**config.mk**
```make
export PLATFORM = sky130hd
export DESIGN_NAME = kvpv_acc_cell
export DESIGN_NICKNAME = d
export VERILOG_FILES = /design/src/rtl/kvpv_pkg.sv /design/src/rtl/kvpv_acc_cell.sv
export SDC_FILE = /design/constraint.sdc
export NUM_CORES = 1
export LEC_CHECK = 0
export ABC_AREA = 1
export ABC_CLOCK_PERIOD_IN_PS = 1100
export BUFFER_PORTS_ARGS = -buffer_cell sky130_fd_sc_hd__buf_2
export CORE_MARGIN = 8
export CORE_UTILIZATION = 45
export DETAILED_ROUTE_END_ITERATION = 16
export PLACE_DENSITY = 0.77
export SLEW_MARGIN = 20
export SYNTH_ARGS = -nofsm -noshare
export SYNTH_HDL_FRONTEND = slang
export SYNTH_SLANG_ARGS = --single-unit
```
**constraint.sdc**
```tcl
create_clock -name clk -period 1.1 [get_ports clk]
set_input_delay 0.11 -clock clk [delete_from_list [all_inputs] [get_ports clk]]
set_output_delay 0.11 -clock clk [all_outputs]
set_load 0.03 [all_outputs]
```
**src/rtl/kvpv_pkg.sv**
```systemverilog
`timescale 1ns / 1ps
// kvpv_pkg: types, constants and codes of the kv page view builder
// used by every file of the block, depends on nothing

package kvpv_pkg;

  localparam int TABLE_ENTRIES = 64;
  localparam int MAX_SELECTED  = 64;
  localparam int PAGE_CELLS    = 256;  // power of two

  localparam int REC_CNT_W = $clog2(TABLE_ENTRIES + 1);
  localparam int ACC_CNT_W = $clog2(MAX_SELECTED + 1);

  localparam logic [31:0] WORD_ONES = 32'hFFFF_FFFF;

  localparam logic [1:0] ACT_APPEND  = 2'd0;
  localparam logic [1:0] ACT_SELECT  = 2'd1;
  localparam logic [1:0] ACT_CLEAR   = 2'd2;
  localparam logic [1:0] ACT_UNKNOWN = 2'd3;

  localparam logic [2:0] ST_OK       = 3'd0;
  localparam logic [2:0] ST_INVALID  = 3'd1;
  localparam logic [2:0] ST_DUP      = 3'd2;
  localparam logic [2:0] ST_NOT_RES  = 3'd3;
  localparam logic [2:0] ST_RANGE    = 3'd4;
  localparam logic [2:0] ST_OVERFLOW = 3'd5;

  localparam logic [1:0] CFG_EPOCH  = 2'd0;
  localparam logic [1:0] CFG_FILTER = 2'd1;
  localparam logic [1:0] CFG_MASK   = 2'd2;

  typedef enum logic [1:0] {
    FSM_IDLE,
    FSM_SCAN,
    FSM_FINISH
  } fsm_t;

  typedef struct packed {
    logic [1:0]         action;
    logic [31:0]        page_no;
    logic signed [31:0] record_sequence;
    logic [31:0]        record_slot;
    logic [2:0]         record_state;
    logic signed [31:0] record_pos_begin;
    logic signed [31:0] record_pos_end;
    logic               last_selected;
  } in_item_t;

  typedef struct packed {
    logic [2:0]         status;
    logic [31:0]        src_slot;
    logic [31:0]        row_begin;
    logic [8:0]         row_cnt;
    logic signed [31:0] native_begin;
    logic signed [31:0] native_end;
    logic [31:0]        total_rows;
    logic               view_done;
  } out_item_t;

  typedef struct packed {
    logic [31:0] page;
    logic [31:0] seq;
    logic [31:0] slot;
    logic [2:0]  state;
    logic [31:0] pbeg;
    logic [31:0] pend;
  } rec_t;

  typedef struct packed {
    logic        any_seq;
    logic [31:0] seq;
  } filt_t;

  typedef struct packed {
    logic        valid;
    logic        found;
    logic [31:0] page;
    rec_t        hit;
  } rec_tok_t;

  typedef struct packed {
    logic        valid;
    logic        dup;
    logic [31:0] page;
  } acc_tok_t;

endpackage

```
**src/rtl/kvpv_acc_cell.sv**
```systemverilog
`timescale 1ns / 1ps
// kvpv_acc_cell: one accepted page of the view and one stage of the duplicate chain
// depends on kvpv_pkg

module kvpv_acc_cell (
  input  logic               clk,
  input  logic               rst_n,
  input  logic               wr_en,
  input  logic [31:0]        wr_page,
  input  logic               live,
  input  kvpv_pkg::acc_tok_t tok_i,
  output kvpv_pkg::acc_tok_t tok_o
);

  logic [31:0]        page_r;
  kvpv_pkg::acc_tok_t tok_r;

  always_ff @(posedge clk) begin
    if (wr_en) begin
      page_r <= wr_page;
    end
  end

  always_ff @(posedge clk) begin
    if (!rst_n) begin
      tok_r.valid <= 1'b0;
    end else begin
      tok_r.valid <= tok_i.valid;
    end
    tok_r.page <= tok_i.page;
    tok_r.dup  <= tok_i.dup || (tok_i.valid && live && (page_r == tok_i.page));
  end

  assign tok_o = tok_r;

endmodule
```
==> results.toml <==
[status]
status = "finished with violations"
violations = "negative setup slack"

[logic_synthesis]
ys_seq_area_share_pct = 74.4
synth_area_leaders = "edfxtp_1 44%, dfxtp_1 31%, nand2_1 8.3%, inv_1 5.8%, xnor2_1 4.0%"
synth.most_common_cell = "nand2_1"
yosys.area.top_type_share_pct = 43.6
syn_area_um2 = 2210
avgSynthCellArea_um2 = 11.5
ys.flop_type = "dfxtp_1"
ys_types = 13
ys.warnings.count = 0
synth_edf_count = 32
ys_seq_elements = 66
syn_nets = 262
synthCells = 192
ys_async_sr_fraction_pct = 0
synthTopCellsByCount = "49 x nand2_1, 34 x dfxtp_1, 34 x inv_1"
yosysTopAreaCell = "edfxtp_1"

[final_layout]
diodes = 0
fill_cells = 290
design_area_um2 = 3680
fin_cells = 444
nets = 442
drive_gt1_share_pct = 32.4
area_delta_synth_final_pct = 66.8

[worst_setup_path]
required_ps = 1380
worstSetupEndpointType = "register"
r2r_cells = 9
start_kind = "input pin"
critPathKind = "input pin to register"
cp_max_fo = 2
r2r_start = "page_r[31]$_DFFE_PP_"
crit_start = "tok_i[10]"
arrival_ps = 1390

[timing]
relSlewSlack_pct = 86.8
hold_viol = 0
slew_viol_final = 0
fin_ws_ps = -13.0
fin_skew_ps = 6.02
fmax_ghz = 0.898
tightest_slew_ps = 196
layout_min_cycle_time_ps = 1110
hold_ws_ps = 78.6
rsz0062_at_grt = "yes"
setup_viol = 1
timing.final.crit_share_pct = 101

[floorplan]
fp.dieW_um = 86.0
dieArea_um2 = 7400
die_y_um = 86.0
start_util_pct = 46.7
core_area_um2 = 4720
rows = 25
pin_count = 104

[grt]
grt.total_usage_pct = 17.7
grt_max_degree = 33
grt_pass1_vias = 2118
grt_first_pass_wirelength_um = 9890
antenna_found_initial = 0
gr-total-overflow = 0

[detailed_routing]
drt_iter0_drc = 92
via_per_inst = 4.35
wl_per_cell_um = 14.3
drc = 0
ant_nets = 0
routed_wl_um = 6370
vias = 1932
dr.pass1.iters = 4

[cts]
clock_tree.buffer_depth = 2
htreeDepth = 3
root_buffer = "clkbuf_8"
clk_latency_ps = 330
cts_sinks = 66
cts_tree = "done"
clk_pin_slew_ps = 60
cts_buffers = 9
cts_setup_buffers = 0

[power]
max-vdd-ir-drop_v = 0.000822
total_leakage_power_nw = 1.77
powerDensity_nw_per_um2 = 1460

[hold_path]
min_from = "tok_i[29]"
hold_path.class = "input pin to register"
hold_depth = 1

[placed_design]
dp_hpwl_um = 3790
globalplace.congestion = 0.735
io_buffer_count = 103
dp_cells = 363
placed_cell_area_um2 = 2830

[flow_run]
maxCapViolCount = 0
final timing paths:
check | end | slack, ps
worst max-delay path | tok_o[32]$_DFF_P_ | -10
worst min-delay path | tok_o[29]$_DFF_P_ | 80
worst max register to register | tok_o[32]$_DFF_P_ | 0
worst min register to register | tok_o[32]$_DFF_P_ | 730
what timing repair did:
action,CTS,global route
cloned,0,0
endpoints found under the hold margin,66,0
endpoints found under the setup margin,1,1
hold buffers,67,0
resized for setup,1,5
pin swaps,0,2
where the power goes:
part | internal, mW | switching [mW]
logic | 0.390 | 0.394
registers | 2.75 | 0.0606
clock network | 0.948 | 0.812
total | 4.09 | 1.27
layout make-up:
| type | instances | area, um2 | area share, % |
|---|---|---|---|
| multi-input cells | 92 | 457 | 12.4 |
| repair buffers | 169 | 1200 | 32.6 |
| flip-flops and latches | 66 | 1640 | 44.6 |
| well taps | 67 | 83.8 | 2.28 |
| clock buffers | 16 | 170 | 4.63 |
| inverters | 34 | 128 | 3.47 |
layout by cell type (no fill, tap or decap), types with 2 or more instances in the layout:
cell type      instances
edfxtp_1              32
clkbuf_1               5
nand3_2                2
xor2_1                 2
dfxtp_1               34
buf_2                101
nand4_1                4
nor2_1                16
inv_1                 33
or2_2                  3
nand3_1                2
nor2_2                 2
dlygate4sd3_1         66
clkbuf_8              11
nand2_1               49
xnor2_1                9
registers in the layout (all words and copies together) (netlist names):
name,cells
tok_o,34
page_r,32
critical path, cell delays in order:
cell	delay, ps
dlygate4sd3_1	540
buf_2	140
xnor2_2	140
nand2_1	70
nor2_1	130
nand2_1	70
nor2_1	90
nand2_1	50
nand2_1	40
stage by stage:
| stage | util, % | power (mW) | TNS [ps] | setup WS (ps) |
|---|---|---|---|---|
| 3_5_place_dp | 59.8 | 3.43 | 0 | 8.52 |
| 5_1_grt | 77.9 | 5.58 | -130 | -130 |
| 3_3_place_gp | 59.8 | 3.41 | 0 | 41.4 |
| 4_1_cts | 77.7 | 5.35 | 0 | 1.78 |
| 2_1_floorplan | - | 3.15 | 0 | 73.8 |
| 6_report | 77.9 | 5.35 | -13.0 | -13.0 |
metal layers:
metal	up-vias	GRT usage (%)	part of all wire (%)
met5	-	0	0
met4	0	8.92	2.0
met3	14	7.26	9.2
met2	83	30.4	51
met1	881	18.0	37
li1	954	-	-
cell families after synthesis:
family,after synthesis,share of synthesized area (%)
compound gates,1,0.284
xor+xnor,12,4.76
buf+inv,34,5.79
flops,66,74.4
simple gates,79,14.7
Power figures use the tool's default switching activity.
