**config.mk**
```make
export PLATFORM = sky130hd
export DESIGN_NAME = kvpv_rec_cell
export DESIGN_NICKNAME = d
export VERILOG_FILES = /design/src/rtl/kvpv_pkg.sv /design/src/rtl/kvpv_rec_cell.sv
export SDC_FILE = /design/constraint.sdc
export NUM_CORES = 1
export LEC_CHECK = 0
export ABC_AREA = 0
export BUFFER_PORTS_ARGS = -buffer_cell sky130_fd_sc_hd__buf_2
export CORE_AREA = 2 2 233 235
export CTS_CLUSTER_SIZE = 8
export DETAILED_ROUTE_END_ITERATION = 10
export DIE_AREA = 0 0 235 237
export PLACE_DENSITY = 0.47
export REMOVE_ABC_BUFFERS = 1
export SLEW_MARGIN = 5
export SYNTH_ARGS = -nofsm -noshare
export SYNTH_HDL_FRONTEND = slang
export SYNTH_SLANG_ARGS = --single-unit
```
**constraint.sdc**
```tcl
create_clock -name clk -period 3 [get_ports clk]
set_clock_uncertainty 0.15 [all_clocks]
set_input_delay 0.15 -clock clk [delete_from_list [all_inputs] [get_ports clk]]
set_output_delay 0.15 -clock clk [all_outputs]
set_load 0.05 [all_outputs]
```
**src/rtl/kvpv_pkg.sv**
```systemverilog
`timescale 1ns / 1ps
// kvpv_pkg: types, constants and codes of the kv page view builder
// used by every file of the block, depends on nothing

package kvpv_pkg;

  localparam int TABLE_ENTRIES = 64;
  localparam int MAX_SELECTED  = 64;
  localparam int PAGE_CELLS    = 256;  // power of two

  localparam int REC_CNT_W = $clog2(TABLE_ENTRIES + 1);
  localparam int ACC_CNT_W = $clog2(MAX_SELECTED + 1);

  localparam logic [31:0] WORD_ONES = 32'hFFFF_FFFF;

  localparam logic [1:0] ACT_APPEND  = 2'd0;
  localparam logic [1:0] ACT_SELECT  = 2'd1;
  localparam logic [1:0] ACT_CLEAR   = 2'd2;
  localparam logic [1:0] ACT_UNKNOWN = 2'd3;

  localparam logic [2:0] ST_OK       = 3'd0;
  localparam logic [2:0] ST_INVALID  = 3'd1;
  localparam logic [2:0] ST_DUP      = 3'd2;
  localparam logic [2:0] ST_NOT_RES  = 3'd3;
  localparam logic [2:0] ST_RANGE    = 3'd4;
  localparam logic [2:0] ST_OVERFLOW = 3'd5;

  localparam logic [1:0] CFG_EPOCH  = 2'd0;
  localparam logic [1:0] CFG_FILTER = 2'd1;
  localparam logic [1:0] CFG_MASK   = 2'd2;

  typedef enum logic [1:0] {
    FSM_IDLE,
    FSM_SCAN,
    FSM_FINISH
  } fsm_t;

  typedef struct packed {
    logic [1:0]         action;
    logic [31:0]        page_no;
    logic signed [31:0] record_sequence;
    logic [31:0]        record_slot;
    logic [2:0]         record_state;
    logic signed [31:0] record_pos_begin;
    logic signed [31:0] record_pos_end;
    logic               last_selected;
  } in_item_t;

  typedef struct packed {
    logic [2:0]         status;
    logic [31:0]        src_slot;
    logic [31:0]        row_begin;
    logic [8:0]         row_cnt;
    logic signed [31:0] native_begin;
    logic signed [31:0] native_end;
    logic [31:0]        total_rows;
    logic               view_done;
  } out_item_t;

  typedef struct packed {
    logic [31:0] page;
    logic [31:0] seq;
    logic [31:0] slot;
    logic [2:0]  state;
    logic [31:0] pbeg;
    logic [31:0] pend;
  } rec_t;

  typedef struct packed {
    logic        any_seq;
    logic [31:0] seq;
  } filt_t;

  typedef struct packed {
    logic        valid;
    logic        found;
    logic [31:0] page;
    rec_t        hit;
  } rec_tok_t;

  typedef struct packed {
    logic        valid;
    logic        dup;
    logic [31:0] page;
  } acc_tok_t;

endpackage

```
**src/rtl/kvpv_rec_cell.sv**
```systemverilog
`timescale 1ns / 1ps
// kvpv_rec_cell: one record of the resident table and one stage of the lookup chain
// depends on kvpv_pkg

module kvpv_rec_cell (
  input  logic              clk,
  input  logic              rst_n,
  input  logic              wr_en,
  input  kvpv_pkg::rec_t    wr_rec,
  input  logic              live,
  input  kvpv_pkg::filt_t   filt,
  input  kvpv_pkg::rec_tok_t tok_i,
  output kvpv_pkg::rec_tok_t tok_o
);

  kvpv_pkg::rec_t     rec_r;
  kvpv_pkg::rec_tok_t tok_r;
  kvpv_pkg::rec_tok_t tok_nxt;
  logic               hit;

  always_ff @(posedge clk) begin
    if (wr_en) begin
      rec_r <= wr_rec;
    end
  end

  // first match wins: an already found token passes untouched
  assign hit = tok_i.valid && !tok_i.found && live && (rec_r.page == tok_i.page) &&
               (filt.any_seq || (rec_r.seq == filt.seq));

  always_comb begin
    tok_nxt = tok_i;
    if (hit) begin
      tok_nxt.found = 1'b1;
      tok_nxt.hit   = rec_r;
    end
  end

  always_ff @(posedge clk) begin
    if (!rst_n) begin
      tok_r.valid <= 1'b0;
    end else begin
      tok_r.valid <= tok_nxt.valid;
    end
    tok_r.found <= tok_nxt.found;
    tok_r.page  <= tok_nxt.page;
    tok_r.hit   <= tok_nxt.hit;
  end

  assign tok_o = tok_r;

endmodule

```
==> reports/results.env, run 1 <==
ROUTE.DETAILED.VIAS_PER_INST=3.814
WL_PER_CELL_UM=16.95
DETAILED_ROUTE_ITER0_VIOLATIONS=185
NETLIST_INSTANCES=631
SYNTH-SEQ-CELLS=360
DRT_PRE_ANTENNA_ITERS=4
MOST-COMMON-LAYOUT-CELLS='buf_2, dlygate4sd3_1, dfxtp_1, edfxtp_1, mux2_4'
MOST_FREQUENT_STANDARD_CELL_IN_THE_LAYOUT_EXCLUDING_FILL_AND_TAP_CELLS='buf_2'
ROWS=85
LAYOUT-AREA-OVERHEAD-VS-SYNTH_PCT=73.18
FP.COREAREA_SQ_UM=53280
YOSYS_CELL_TYPES=17
FIN_SETUP_TNS_NS=0
TIGHTEST_SLEW_NS=0.5957
GLOBAL_ROUTE.OVERFLOW_TOTAL=0
WORST_SETUP_PATH_END_KIND='register'
GRT_MAX_DEGREE=53
WORSTSETUPSTARTPOINTTYPE='register'
SYNTH.YOSYS.SEQ_AREA_SHARE=0.7151
PLACEMENT.SETUP.WORST_SLACK_NS=-0.2560
MAXCAPVIOLATIONS=0
STATUS='completed'
MAX_CLOCK_FREQ_GHz=0.3443
CRITICAL_PATH_PEAK_FANOUT=17
FIRST_GLOBAL_VIAS=10240
DIE-AREA_SQ_UM=55700
CTSROOTBUFFERMASTER='clkbuf_16'
COUNT_OF_H_TREE_LEVELS_BUILT_DURING_CTS=2
CTS_SINKS=360
MAX_SLEW_MARGIN=0.6028
FLOORPLAN.IO_PINS=594
PLACE.GP.CONGESTION=0.7895
SETUP_REPAIR_AFTER_GLOBAL_ROUTING_MISSED_ITS_MARGIN='true'
PLACED_CELLS=1933
ROUTED-VIA-COUNT=9128
POSTROUTEWIRELENGTH_UM=40550
FINAL_NET_COUNT=2053
CTSLONGESTPATHBUFFERS=3
CP.REQUIRED_NS=3.29
FIN_HOLD_WS_NS=0.1048
FLOORPLAN.INITIALDENSITY=0.2320
NETLIST_AREA_SQ_UM=12360
TIMING.FINAL.WS_SETUP_NS=0.09520
POST-ROUTE-PERIOD-UTIL=0.9683
FIRST_PASS_GRT_WIRE_LENGTH_UM=59770
GLOBALROUTETOTALUTIL=0.1413
MEAN_CELL_AREA_OF_THE_MAPPED_NETLIST_SQ_UM=19.59
FINALCRITICALPERIOD_NS=2.905
POWER_DENSITY_nW_PER_UM2=588.5
PATH_CLASS='register to register'
SLEW_VIOLATIONS=0
WORST-ENDPOINT-ARRIVAL_NS=3.20
DRC_ERRORS=0
YS.WARNINGS.COUNT=0
MULTI_INPUT_AREA_SQ_UM=3208
POST_LAYOUT_NONFILLER_INSTANCES=2393
DPL.HPWL_UM=29410
PORTBUFFERS=593
NUM-FILL-CELLS=4962
FINAL-HOLD-VIOLATION-COUNT=0
SEQCELLAREA_SQ_UM=8838
WORST_HOLD_PATH_TYPE='input pin to register'
POWER.IR.VDD_WORST_uV=434.2
DIE_W_UM=235
DRIVE_GT1_FRAC=0.5009
DETAIL-ROUTE-ANTENNA-NETS=0
CTS.REPORTEDPATHS.CLKPINSLEW_NS=0.05
POWER.STATIC_LEAKAGE_nW=9.361
CTS-BUFFERS-INSERTED=51
CLOCK_TREE_FROM_TRITONCTS='done'
ANTENNA_VIOLATIONS_BEFORE_REPAIR=4
DIE_HEIGHT_UM=237
TOTAL_SETUP_VIOLATIONS_REPORTED_AT_THE_END_OF_THE_FLOW=0
CLKLATENCYLATEPIN_NS=0.56
## flip-flops by register name (all words and copies together) (netlist names)
register / flops
tok_o: 197
rec_r: 163
## cells by family after synthesis
logic type             Yosys count  share of synthesized area
flip-flops                     360                     0.7151
AND/OR/NAND/NOR                 25                    0.01357
multiplexers                   163                     0.1968
AO/OA/AOI/OAI                    1                  0.0004046
XOR/XNOR                        64                    0.04535
buffers and inverters           18                    0.02875
## metrics by stage
step / utilization / total power [W] / cell area [sq um]
after floorplan: - / 0.006415 / 12000
after global placement: 0.3039 / 0.006985 / 16190
after global routing: 0.4017 / 0.01312 / 21400
final: 0.4017 / 0.01260 / 21400
after detailed placement: 0.3039 / 0.006999 / 16190
after CTS: 0.4003 / 0.01279 / 21330
## layout make-up
| type | instances | share of cell area |
|---|---|---|
| diodes | 2 | 0.0002338 |
| repair buffers | 990 | 0.3272 |
| well taps | 696 | 0.04069 |
| multi-input cells | 253 | 0.1499 |
| flip-flops and latches | 360 | 0.4129 |
| clock inverters | 1 | 0.0004092 |
| clock buffers | 91 | 0.06863 |
## power by group
group	switching (W)	internal, W	leakage [nW]
Sequential	0.000126	0.00548	3.26
Clock	0.00205	0.00326	0.702
Combinational	0.000880	0.000797	5.40
## metal layers
layer / share of wire / routed length [um] / track usage
met3: 0.069 / 2796 / 0.04616
met2: 0.52 / 20960 / 0.2539
met4: 0.027 / 1110 / 0.04814
met5: 0.00081 / 33 / 0
met1: 0.39 / 15650 / 0.1561
## path summary, 6_finish.rpt
path / startpoint / to / slack [ns] / cells after the start
worst max-delay path: rec_r[154] / tok_o[20] / 0.1 / 8
worst min-delay path: tok_i[163] / tok_o[163] / 0.10 / 2
worst max register to register: rec_r[154] / tok_o[20] / 0.1 / 8
worst min register to register: rec_r[44] / tok_o[44] / 0.32 / 1
## worst max-delay path: stages, from the launching register on
cell and delay (ns):
edfxtp_1 0.41, xor2_1 0.17, nor4_2 0.35, nand4_1 0.17, or4_4 0.51, nor3_4 0.25
buf_12 0.22, buf_16 0.20, mux2_4 0.31
## Yosys cell counts, drive strengths merged
library cell	instances	share of area
a21oi	1	0.00040
mux2	163	0.20
dfxtp	197	0.32
or2	1	0.00051
xnor2	37	0.026
nor4	8	0.0040
nor3	2	0.0017
nand4	10	0.0051
or4	1	0.00091
nand3	2	0.00081
edfxtp	163	0.40
and2	1	0.00051
buf	18	0.029
xor2	27	0.019
## timing repair
item,CTS,global route
endpoints found under the hold margin,408,0
buffers inserted,0,4
pin swaps,0,3
setup endpoints to repair,164,125
gates cloned,0,0
hold buffers,362,0
resized for setup,5,5
(Power assumes the default switching activity.)
==> run 2: changes to the inputs <==
--- a/config.mk
+++ b/config.mk
@@ -12,6 +12,7 @@
 export DETAILED_ROUTE_END_ITERATION = 10
 export DIE_AREA = 0 0 235 237
 export PLACE_DENSITY = 0.47
+export RECOVER_POWER = 25
 export REMOVE_ABC_BUFFERS = 1
 export SLEW_MARGIN = 5
 export SYNTH_ARGS = -nofsm -noshare
==> run 2 against run 1 <==
Against the previous run: fmax hardly changed; hold slack improved by 0.017 ns; largest power group unchanged; largest cell class unchanged; core utilization is essentially flat; die area did not move; sequential share of layout area about the same; global-route usage is the same; via count about the same; register-to-register slack hardly changed; worst setup slack is essentially flat.
==> reports/results.env, run 2 (synthesis results as in run 1) <==
HOLD_PATH_DEPTH=2  # unchanged
NUM-FILL-CELLS=4975  # +0.26%
MAX_CLOCK_FREQ_GHz=0.3443  # about the same
COUNT_OF_H_TREE_LEVELS_BUILT_DURING_CTS=2  # unchanged
CTS_SINKS=360  # unchanged
POWER.SEQUENTIAL.FRACTION=0.445  # about the same
PORTBUFFERS=593  # unchanged
MOST-COMMON-LAYOUT-CELLS='buf_2, dlygate4sd3_1, dfxtp_1, edfxtp_1, mux2_4'
FIRST_PASS_GRT_WIRE_LENGTH_UM=59770  # unchanged
POST_LAYOUT_NONFILLER_INSTANCES=2393  # unchanged
DETAILED_ROUTE_ITER0_VIOLATIONS=187  # +1.1%
WORST_SETUP_PATH_END_KIND='register'
DIE_W_UM=235  # unchanged
ANTENNA_VIOLATIONS_BEFORE_REPAIR=4  # unchanged
DETAIL-ROUTE-ANTENNA-NETS=0  # unchanged
GRT_MAX_DEGREE=53  # unchanged
ROWS=85  # unchanged
WORST-ENDPOINT-ARRIVAL_NS=3.20  # about the same
CRITICAL-PATH-SLOWEST-CELL='or4_4'
CTS-BUFFERS-INSERTED=51  # unchanged
POWER_FRAC_COMB=0.133  # about the same
SETUP_REPAIR_AFTER_GLOBAL_ROUTING_MISSED_ITS_MARGIN='true'
FINAL-HOLD-VIOLATION-COUNT=0  # unchanged
LAYOUT-AREA-OVERHEAD-VS-SYNTH_PCT=73.03  # about the same
PATH_CLASS='register to register'
SWSHARE=0.2429  # about the same
FLOORPLAN.INITIALDENSITY=0.2320  # unchanged
FIRST_GLOBAL_VIAS=10240  # unchanged
WORST_HOLD_PATH_TYPE='input pin to register'
PLACED_CELLS=1933  # unchanged
SWITCHING_POWER_TOTAL_W=0.003058  # about the same
WL_PER_CELL_UM=16.94  # about the same
MAXCAPVIOLATIONS=0  # unchanged
DRIVE_GT1_FRAC=0.4920  # -0.008850
TOTAL_SETUP_VIOLATIONS_REPORTED_AT_THE_END_OF_THE_FLOW=0  # unchanged
POST-ROUTE-PERIOD-UTIL=0.9681  # about the same
STATUS='completed'
SHARE_CLK_OF_TOTAL_POWER=0.422  # about the same
POWER.IR.VDD_WORST_uV=434.2  # about the same
CTSROOTBUFFERMASTER='clkbuf_16'
FIN_SETUP_TNS_NS=0  # unchanged
FIN_HOLD_WS_NS=0.1214  # +0.01655 ns
CRITPATHMAXSTAGEDELAY_NS=0.51  # about the same
DPL.HPWL_UM=29410  # unchanged
SLEW_VIOLATIONS=0  # unchanged
FINAL_CORE_UTILIZATION=0.4014  # about the same
DIE_HEIGHT_UM=237  # unchanged
POWER.STATIC_LEAKAGE_nW=9.319  # -0.44%
REG2REG_TO='tok_o[20]'
DIE-AREA_SQ_UM=55700  # unchanged
GLOBALROUTETOTALUTIL=0.1413  # unchanged
CLKLATENCYLATEPIN_NS=0.56  # about the same
TIMING.CRITICAL_PATH.FROM='rec_r[154]'
DRT_PRE_ANTENNA_ITERS=4  # unchanged
WORSTSETUPSTARTPOINTTYPE='register'
LAYOUT.CELL_AREA.NON_FILLER_SQ_UM=21390  # about the same
CTS.REPORTEDPATHS.CLKPINSLEW_NS=0.05  # about the same
ROUTED-VIA-COUNT=9124  # -0.044%
FLOORPLAN.IO_PINS=594  # unchanged
MOST_FREQUENT_STANDARD_CELL_IN_THE_LAYOUT_EXCLUDING_FILL_AND_TAP_CELLS='buf_2'
FP.COREAREA_SQ_UM=53280  # unchanged
CLOCK_TREE_FROM_TRITONCTS='done'
POSTROUTEWIRELENGTH_UM=40550  # about the same
POWER_DENSITY_nW_PER_UM2=588.8  # about the same
ROUTE.DETAILED.VIAS_PER_INST=3.813  # about the same
CRIT-REG2REG-LAUNCH='rec_r[154]'
INTERNAL_POWER_W=0.009534  # about the same
GLOBAL_ROUTE.OVERFLOW_TOTAL=0  # unchanged
CRITICAL_PATH_PEAK_FANOUT=17  # unchanged
PLACED_AREA_SQ_UM=16190  # unchanged
SETUP.WORST_PATH.END='tok_o[20]'
PLACE.GP.CONGESTION=0.7895  # unchanged
TIGHTEST_SLEW_NS=0.5962  # +0.0005074 ns
MAX_SLEW_MARGIN=0.6025  # about the same
CP_CELL_SEQUENCE='xor2_1 > nor4_2 > nand4_1 > or4_4 > nor3_4 > buf_12 > buf_16 > mux2_4'
FINAL_NET_COUNT=2053  # unchanged
DRC_ERRORS=0  # unchanged
FINALCRITICALPERIOD_NS=2.904  # -0.0004449 ns
CP.REQUIRED_NS=3.29  # about the same
LARGEST_REGISTER_FFS=197  # unchanged
WORST_R2R_PATH_DEPTH=8  # unchanged
REGTOREGSETUPSLACK_NS=0.1  # about the same
CTSLONGESTPATHBUFFERS=3  # unchanged
-- run 2: cell type report --
| type | count | area [sq um] | share of cell area |
|---|---|---|---|
| multi-input combinational | 253 | 3208 | 0.1500 |
| sequential | 360 | 8838 | 0.4133 |
| antenna | 2 | 5.005 | 0.0002340 |
| clock inverter | 1 | 8.758 | 0.0004095 |
| timing repair buffer | 990 | 6985 | 0.3266 |
| clock buffer | 91 | 1469 | 0.06869 |
| tap | 696 | 870.8 | 0.04072 |
-- run 2: how the worst min path moves through the flow --
stage | end | slack (ns) | from
finish | tok_o[191] | 0.12 | tok_i[191]
CTS | tok_o[163] | 0.07 | tok_i[163]
global placement | tok_o[163] | 0.13 | tok_i[163]
global route | tok_o[163] | 0.1 | tok_i[163]
floorplan | tok_o[163] | 0.03 | tok_i[163]
detailed placement | tok_o[164] | 0.13 | tok_i[164]
-- run 2: power groups by stage --
stage	registers, W	clock network, W	logic, W
2_1_floorplan	0.00617	0	0.000248
3_3_place_gp	0.00570	0	0.00129
4_1_cts	0.00561	0.00550	0.00169
6_report	0.00561	0.00531	0.00167
3_5_place_dp	0.00570	0	0.00129
5_1_grt	0.00563	0.00572	0.00177
-- run 2: metal layers --
layer | wire length [um] | global-route usage | up-vias
met2 | 20970 | 0.2539 | 361
met1 | 15620 | 0.1561 | 4330
met5 | 33 | 0 | -
li1 | - | - | 4352
met4 | 1110 | 0.04814 | 4
met3 | 2812 | 0.04616 | 77
-- run 2: timing repair --
action	4_1_cts	5_1_grt
pin swaps	0	3
setup endpoints to repair	164	125
hold endpoints to repair	408	0
hold buffers	362	0
buffers inserted	0	4
gates resized for setup	5	5
-- run 2: critical path, delay by kind of cell, from the launching register on --
family / cells / cell delay, ns
simple gates: 4 / 1.28
buf+inv: 2 / 0.42
mux: 1 / 0.31
xor+xnor: 1 / 0.17
flops: 1 / 0.41
-- run 2: metrics by stage --
| stage | total power (W) | worst slack (ns) |
|---|---|---|
| 2_1_floorplan | 0.006415 | -5.190 |
| 3_3_place_gp | 0.006985 | -0.3283 |
| 3_5_place_dp | 0.006999 | -0.2560 |
| 4_1_cts | 0.01279 | 0.006662 |
| 5_1_grt | 0.01312 | -0.003169 |
| 6_report | 0.01259 | 0.09564 |
